--- src/hdl/bsm_pkg.sv ---
// ----------------------------------------------------------------------------
// bsm_pkg
// Shared types and constants of the radix-2 Booth multiplier.
// ----------------------------------------------------------------------------
package bsm_pkg;

  // Default operand width
  localparam int unsigned WidthDef = 8;

  // Controller states, one-hot
  typedef enum logic [2:0] {
    StIdle = 3'b001,
    StRun  = 3'b010,
    StDone = 3'b100
  } state_e;

  // Commands from controller to datapath
  typedef struct packed {
    logic load;   // capture operands, clear accumulator
    logic step;   // one add/subtract and shift round
  } cmd_t;

endpackage

--- src/hdl/bsm_datapath.sv ---
// ----------------------------------------------------------------------------
// bsm_datapath
// Accumulator, multiplier and previous-bit registers with the shared
// add/subtract unit; one Booth round per step command.
// ----------------------------------------------------------------------------
module bsm_datapath #(
  parameter int unsigned WIDTH = bsm_pkg::WidthDef
) (
  input  logic                        clk_i,
  input  bsm_pkg::cmd_t               cmd_i,
  input  logic signed [WIDTH-1:0]     multiplicand_i,
  input  logic signed [WIDTH-1:0]     multiplier_i,
  output logic signed [2*WIDTH-1:0]   product_o
);

  logic [WIDTH:0]   acc_q, acc_d;
  logic [WIDTH:0]   m_q, m_d;
  logic [WIDTH-1:0] q_q, q_d;
  logic             prev_q, prev_d;
  logic [WIDTH:0]   sum;

  // Pick subtract, add or hold from the current and previous multiplier bit
  always_comb begin
    unique case ({q_q[0], prev_q})
      2'b10:   sum = acc_q - m_q;
      2'b01:   sum = acc_q + m_q;
      default: sum = acc_q;
    endcase
  end

  // Load operands or advance one round with an arithmetic right shift
  always_comb begin
    acc_d  = acc_q;
    m_d    = m_q;
    q_d    = q_q;
    prev_d = prev_q;
    if (cmd_i.load) begin
      acc_d  = '0;
      m_d    = {multiplicand_i[WIDTH-1], multiplicand_i};
      q_d    = multiplier_i;
      prev_d = 1'b0;
    end else if (cmd_i.step) begin
      acc_d  = {sum[WIDTH], sum[WIDTH:1]};
      q_d    = {sum[0], q_q[WIDTH-1:1]};
      prev_d = q_q[0];
    end
  end

  always_ff @(posedge clk_i) begin
    acc_q  <= acc_d;
    m_q    <= m_d;
    q_q    <= q_d;
    prev_q <= prev_d;
  end

  // Product is the low accumulator bits over the shifted multiplier
  assign product_o = {acc_q[WIDTH-1:0], q_q};

endmodule

--- src/hdl/bsm_controller.sv ---
// ----------------------------------------------------------------------------
// bsm_controller
// Sequencer of the Booth multiplier: takes a transfer, counts the rounds
// and raises the result strobe.
// ----------------------------------------------------------------------------
module bsm_controller #(
  parameter int unsigned WIDTH = bsm_pkg::WidthDef
) (
  input  logic          clk_i,
  input  logic          rst_ni,
  input  logic          start,
  output logic          busy,
  output logic          done_o,
  output bsm_pkg::cmd_t cmd_o
);

  localparam int unsigned CntW = $clog2(WIDTH);
  localparam logic [CntW-1:0] LastRound = CntW'(WIDTH - 1);

  bsm_pkg::state_e state_q, state_d;
  logic [CntW-1:0] cnt_q, cnt_d;
  logic            accept;

  assign accept = start && !busy;

  // Next state and round count
  always_comb begin
    state_d = state_q;
    cnt_d   = cnt_q;
    unique case (state_q)
      bsm_pkg::StIdle: begin
        if (accept) begin
          state_d = bsm_pkg::StRun;
          cnt_d   = '0;
        end
      end
      bsm_pkg::StRun: begin
        cnt_d = cnt_q + 1'b1;
        if (cnt_q == LastRound) begin
          state_d = bsm_pkg::StDone;
        end
      end
      bsm_pkg::StDone: begin
        cnt_d = '0;
        if (accept) begin
          state_d = bsm_pkg::StRun;
        end else begin
          state_d = bsm_pkg::StIdle;
        end
      end
      default: begin
        state_d = bsm_pkg::StIdle;
        cnt_d   = '0;
      end
    endcase
  end

  always_ff @(posedge clk_i or negedge rst_ni) begin
    if (!rst_ni) begin
      state_q <= bsm_pkg::StIdle;
      cnt_q   <= '0;
    end else begin
      state_q <= state_d;
      cnt_q   <= cnt_d;
    end
  end

  // Drive status and datapath commands
  assign busy       = (state_q == bsm_pkg::StRun);
  assign done_o     = (state_q == bsm_pkg::StDone);
  assign cmd_o.load = accept;
  assign cmd_o.step = busy;

endmodule

--- src/hdl/booth_signed_multiplier_top.sv ---
// ----------------------------------------------------------------------------
// booth_signed_multiplier_top
// Radix-2 Booth multiplier for two's-complement operands of WIDTH bits.
// ----------------------------------------------------------------------------
// Usage:
//   Input: drive multiplicand_i and multiplier_i and raise start; the
//   transfer takes place at the clock edge where start is high and busy is
//   low. Operands are captured at that edge.
//   Work: busy stays high while the rounds run, one add/subtract-and-shift
//   round per cycle through the single accumulator adder.
//   Output: product_o carries the signed 2*WIDTH-bit product, marked by done_o
//   for exactly one cycle right after the last round. The receiver cannot
//   stall; the result is taken at the edge that ends that cycle.
//   Throughput: a new transfer can be taken in the done_o cycle but not while
//   busy is high; done_o rises after the last round and the product is taken
//   at the edge that ends the done_o cycle.
//   Reset: rst_ni clears the sequencer to idle with busy and done_o low;
//   the operand registers are not reset.
// ----------------------------------------------------------------------------
module booth_signed_multiplier_top #(
  parameter int unsigned WIDTH = bsm_pkg::WidthDef
) (
  input  logic                      clk_i,
  input  logic                      rst_ni,
  input  logic                      start,
  output logic                      busy,
  input  logic signed [WIDTH-1:0]   multiplicand_i,
  input  logic signed [WIDTH-1:0]   multiplier_i,
  output logic                      done_o,
  output logic signed [2*WIDTH-1:0] product_o
);

  bsm_pkg::cmd_t cmd;

  // Sequencer
  bsm_controller #(
    .WIDTH(WIDTH)
  ) u_ctrl (
    .clk_i (clk_i),
    .rst_ni(rst_ni),
    .start (start),
    .busy  (busy),
    .done_o(done_o),
    .cmd_o (cmd)
  );

  // Accumulator and shift registers
  bsm_datapath #(
    .WIDTH(WIDTH)
  ) u_dp (
    .clk_i         (clk_i),
    .cmd_i         (cmd),
    .multiplicand_i(multiplicand_i),
    .multiplier_i  (multiplier_i),
    .product_o     (product_o)
  );

endmodule

--- config.mk ---
export PLATFORM = sky130hd
export DESIGN_NAME = booth_signed_multiplier_top
export DESIGN_NICKNAME = d
export VERILOG_FILES = /design/src/hdl/bsm_pkg.sv /design/src/hdl/bsm_datapath.sv /design/src/hdl/bsm_controller.sv /design/src/hdl/booth_signed_multiplier_top.sv
export SDC_FILE = /design/constraint.sdc
export NUM_CORES = 1
export LEC_CHECK = 0
export ABC_AREA = 1
export BUFFER_PORTS_ARGS = -buffer_cell sky130_fd_sc_hd__buf_2
export CAP_MARGIN = 20
export CORE_ASPECT_RATIO = 0.7
export CORE_MARGIN = 3
export CORE_UTILIZATION = 40
export DETAILED_ROUTE_END_ITERATION = 6
export PLACE_DENSITY = 0.61
export SETUP_SLACK_MARGIN = 0.5
export SYNTH_ARGS = -nofsm -noshare
export SYNTH_HDL_FRONTEND = slang
export SYNTH_HIERARCHICAL = 1
export SYNTH_SLANG_ARGS = --single-unit
--- constraint.sdc ---
create_clock -name clk_i -period 3.3 [get_ports clk_i]
set_clock_uncertainty 0.15 [all_clocks]
set_input_delay 0.99 -clock clk_i [delete_from_list [all_inputs] [get_ports clk_i]]
set_output_delay 0.99 -clock clk_i [all_outputs]
set_load 0.02 [all_outputs]
# ---- Word level (Yosys, flattened, before mapping)
# Cells that the tools add are included.
# W data, S select, Z words.
dict set report classes {
  addsub 3
  eq_ne 8
  n_mux 9
  n_reduce_logical 4
}
# cell n
set op_table {}
lappend op_table {{$pmux W9 S2} 1}
lappend op_table {{$mux W8} 2}
lappend op_table {{$add A8 B8 Y9} 1}
lappend op_table {{$mux W3} 3}
lappend op_table {{$pmux W3 S3} 1}
lappend op_table {{$sub A8 B8 Y9} 1}
lappend op_table {{$eq A3 B3 Y1 const B} 2}
lappend op_table {{$pmux W3 S2} 1}
lappend op_table {{$add A3 B1 Y3 const B} 1}
lappend op_table {{$eq A3 B1 Y1 const B} 1}
lappend op_table {{$eq A3 B2 Y1 const B} 1}
lappend op_table {{$eq A2 B1 Y1 const B} 1}
lappend op_table {{$eq A2 B2 Y1 const B} 1}
lappend op_table {{$mux W2} 1}
lappend op_table {{$ne A2 B1 Y1 const B} 1}
lappend op_table {{$ne A2 B2 Y1 const B} 1}
lappend op_table {{$reduce_and A2 Y1} 1}
lappend op_table {{$reduce_bool A2 Y1} 1}
lappend op_table {{$logic_and A1 B1 Y1} 1}
lappend op_table {{$logic_not A1 Y1} 1}
dict set report totals {
  ff_bits 31
  out_inout_bits 18
}

# ---- Logic depth before layout (Yosys ltp)
dict set report depth {
  ltp_word 5
  mapped_depth 18
}

# ---- Modules after synthesis
# The synthesis kept the hierarchy.
# module n_inst cells_each area_per_inst_um2
set by_module_without_submodules {}
lappend by_module_without_submodules {bsm_datapath 1 200 1605.3}
lappend by_module_without_submodules {bsm_controller 1 41 340.3}

# ---- Worst setup path before layout
# OpenSTA, ideal clock, no wires.
dict set report synth_path {
  kind {reg-to-reg}
  startpoint {reg u_dp.q_q[0]}
  endpoint {reg u_dp.acc_q[5]}
  setup_time_ns 0.112
  t_arrival_ns 2.080
  required_time_ns 3.038
  path_slack_ns 0.958
  path_stages_with_launch 15
  path_buffers 0
  path_cell_list {edfxtp_1 inv_1 ha_1 o21ai_0 inv_1 fa_1 inv_1 nand3_1 nand2_2 nand2_1 nand2_1 xnor2_1 nand2_1 nand2_1 nand2_1}
}
dict set report synth_via {
  elab_chain_cells 2
}
# item line
set synth_rtl {}
lappend synth_rtl {{start, declared} bsm_datapath.sv:18} ;# logic [WIDTH-1:0] q_q, q_d;
lappend synth_rtl {{start signal, assigned} bsm_datapath.sv:52} ;# q_q <= q_d;
lappend synth_rtl {{$eq A2 B1 Y1 or $eq A2 B2 Y1 (tied branches)} bsm_datapath.sv:24} ;# unique case ({q_q[0], prev_q})
lappend synth_rtl {{$pmux W9 S2 (*)} bsm_datapath.sv:24}
lappend synth_rtl {{end signal, assigned} bsm_datapath.sv:50} ;# acc_q <= acc_d;
lappend synth_rtl {{end, declared} bsm_datapath.sv:16} ;# logic [WIDTH:0] acc_q, acc_d;
# Mark *: on every way between the ends. The rest lies on a longest branch, timed or not.
# A chain may end at the register's enable or synchronous reset.

# ---- Final worst setup path
# Ends and elaborated chain as after synthesis.

==> flow_summary.toml <==
[sta]
fmax_mhz = 391
tns_ps = 0
rsz0062_at_grt = "no"
worstMarginPinSlew_ps = 512
final_hold_viol_count = 0
finalMaxSlewViolations = 0
slew_headroom_pct = 65.8
finalCriticalPeriod_ps = 2560
post-route-period-util_pct = 77.6
setup_viol = 0

[placement]
dp_hpwl_um = 3350
io_buffers = 36
gp_congestion = 0.811

[layout]
diodes = 0
area_growth_pct = 16.5
drive_gt1_share_pct = 23.0
fill_cells = 459
finalCoreUtilization_pct = 50.3
fin_nets = 315

[floorplan]
start_util_pct = 43.2
die_w_um = 89.4
die_area_um2 = 5750
core_area_um2 = 4500
die_h_um = 64.4
io_pins = 37
rows = 20

[clock_tree]
clkSinkCount = 31
cts_buffer_depth = 2
cts_hold_buf = 0
cts_max_level = 2
cts_tree = "done"
cts_buffers = 5
insertion_delay_ps = 280
path_clk_slew_ps = 70
root_buffer = "clkbuf_8"

[synth]
synth_warnings = 6
netlist_top_cells_count = "nand2_1, inv_1, edfxtp_1"
synth_area_per_cell_um2 = 8.07
syn-num-nets = 274
ys.flop_type = "edfxtp_1"
synthArstFlopShare_pct = 19.4
yosysSeqAreaShare_pct = 41.7
netlist_instances = 241
synthTopCellsByArea = "edfxtp_1, nand2_1, dfxtp_1, ha_1, inv_1"
syn_area_um2 = 1950
synth_top_area_share_pct = 24.7
synth_edf_count = 16
synth_compound_area_share_pct = 9.65
synth_xor_xnor_area_share_pct = 4.05
synth_top_family_by_area = "simple AND/OR/NAND/NOR gates"
synth_cell_types = 35
yosys.area_share.simple_pct = 25.5
synth_seq_cells = 31
yosysMostFrequentCell = "nand2_1"
synthAdderAreaFrac_pct = 9.39
synth_top_cell_by_area = "edfxtp_1"
synthMuxAreaShare_pct = 0

[grt]
grt_max_degree = 14
grt_pass1_wl_um = 7190
grt_pass1_vias = 1547
grt-ovfl-total = 0
grt_antenna_before_repair = 0
track_usage_pct = 16.2

[worst_hold_path]
hold_path_end = "u_dp/prev_q"
hold_class = "reg2reg"
hold_start = "u_dp/prev_q"
hold_depth = 2

[outcome]
outcome = "completed"

[detailed_routing]
avgRoutedWirePerCell_um = 12.7
route.detailed.drc = 0
drtIter0Drc = 79
via_per_inst = 4.95
vias = 1674
ant_nets = 0
drt_wl_total_um = 4310
first_pass_iters = 4

[critical_path]
crit_required_ps = 3330
cp-end-kind = "flip-flop"
cp_cell_sequence = "inv_1, ha_1, inv_1, nand2_1, xor2_1, ha_1, a21oi_2, nand2_2, nand2_1, nand2_1, xnor2_1, nand2_1, nand2_1, nand2_1"
slowest_stage = "edfxtp_1"
startpoint_type = "flip-flop"
reg2reg_depth = 14
r2r_slack_ps = 740
rr_endpoint = "u_dp/acc_q[5]"
cp.arrival_ps = 2590
critPathBufInv = 2
critPathMaxStageDelay_ps = 390
critPathKind = "reg2reg"
rr_startpoint = "u_dp/q_q[0]"
critPathTopFamily = "adder cells"
worstPathMaxFanout = 7
crit_top_cell = "nand2_1"

[power_and_ir_drop]
peakVddDrop_uv = 296
p_per_area_nw_per_um2 = 775
p_leak_uw = 0.00117

[job]
maxCapViolCount = 0
==> cell families (layout without fill, tap and decap cells) <==
logic type	count (synthesis)	count (layout)
AND/OR/NAND/NOR	111	111
buffers and inverters	45	87
AO/OA/AOI/OAI	31	31
flip-flops	31	31
adder cells (fa/ha/maj)	14	14
XOR/XNOR	9	9
==> cell type report <==
type	instances	area [um2]	share of cell area, %
clock buffers	6	72.6	3.20
clock inverters	2	12.5	0.552
inverters	41	154	6.79
multi-input cells	165	951	42.0
flip-flops and latches	31	812	35.8
well taps	55	68.8	3.04
repair buffers	38	195	8.61
==> flip-flops by register name, summed over array words and instances, names as in the netlist <==
register	cells
u_dp/m_q	8
u_dp/acc_q	8
u_dp/q_q	8
u_ctrl/state_q	3
u_dp/prev_q	1
u_ctrl/cnt_q	3
==> report_power, final <==
part / switching (uW) / leakage, uW / internal, uW / total, uW
sequential: 89.5 / 0.000309 / 536 / 625
clock: 143 / 0.0000412 / 147 / 290
combinational: 551 / 0.000823 / 290 / 841
total: 784 / 0.00117 / 973 / 1760
==> per-stage QoR <==
stage	hold slack, ps	worst slack (ps)	std cells	power, uW	cell area [um2]
after global placement	302	770	329	1460	2170
after global routing	366	491	338	1910	2270
final	343	740	338	1760	2270
after CTS	343	718	337	1760	2250
after floorplan	282	958	241	1250	1950
after detailed placement	321	721	329	1460	2170
==> layer usage <==
layer | GRT usage (%) | part of all wire, % | routed length [um]
met1 | 25.0 | 52 | 2240
met2 | 22.4 | 42 | 1830
met3 | 4.38 | 5.3 | 230
met4 | 3.35 | 0.23 | 10
met5 | 0 | 0 | 0
==> worst register-to-register path: stages (launching register included) <==
cell and delay (ps):
edfxtp_1 390, inv_1 90, ha_1 340, inv_1 170, nand2_1 110, xor2_1 160
ha_1 300, a21oi_2 170, nand2_2 100, nand2_1 70, nand2_1 60, xnor2_1 180
nand2_1 80, nand2_1 70, nand2_1 40
==> how the worst max path moves through the flow <==
stage / from / endpoint / slack [ps] / cells past startpoint
global route: u_dp/m_q[1] / u_dp/acc_q[7] / 490 / 18
detailed placement: u_dp/m_q[0] / u_dp/acc_q[6] / 720 / 15
CTS: u_dp/m_q[0] / u_dp/acc_q[6] / 720 / 15
finish: u_dp/q_q[0] / u_dp/acc_q[5] / 740 / 14
global placement: u_dp/q_q[0] / u_dp/acc_q[5] / 770 / 14
floorplan: u_dp/q_q[0] / u_dp/acc_q[5] / 960 / 14
==> layout by cell type (no fill, tap or decap), types with 2 or more instances in the layout <==
cell type  count
o21ai_1        4
nand4_1        6
nand2_1       68
dfrtp_1        5
o21ai_0        4
nand3_1       12
nand3_2        3
dfxtp_1        9
nor2_2         4
nor2_1        11
a21oi_2        3
ha_1          13
xnor2_1        5
o22ai_1        2
inv_2          3
xor2_1         4
nor3_1         2
nand2_2        3
inv_1         37
buf_4          2
clkbuf_8       5
buf_2         36
a21oi_1       12
edfxtp_1      16
==> repair_timing <==
item,in CTS,in global routing
setup buffers,0,1
resized for setup,0,1
setup endpoints to repair,0,2
(Power assumes the default switching activity.)
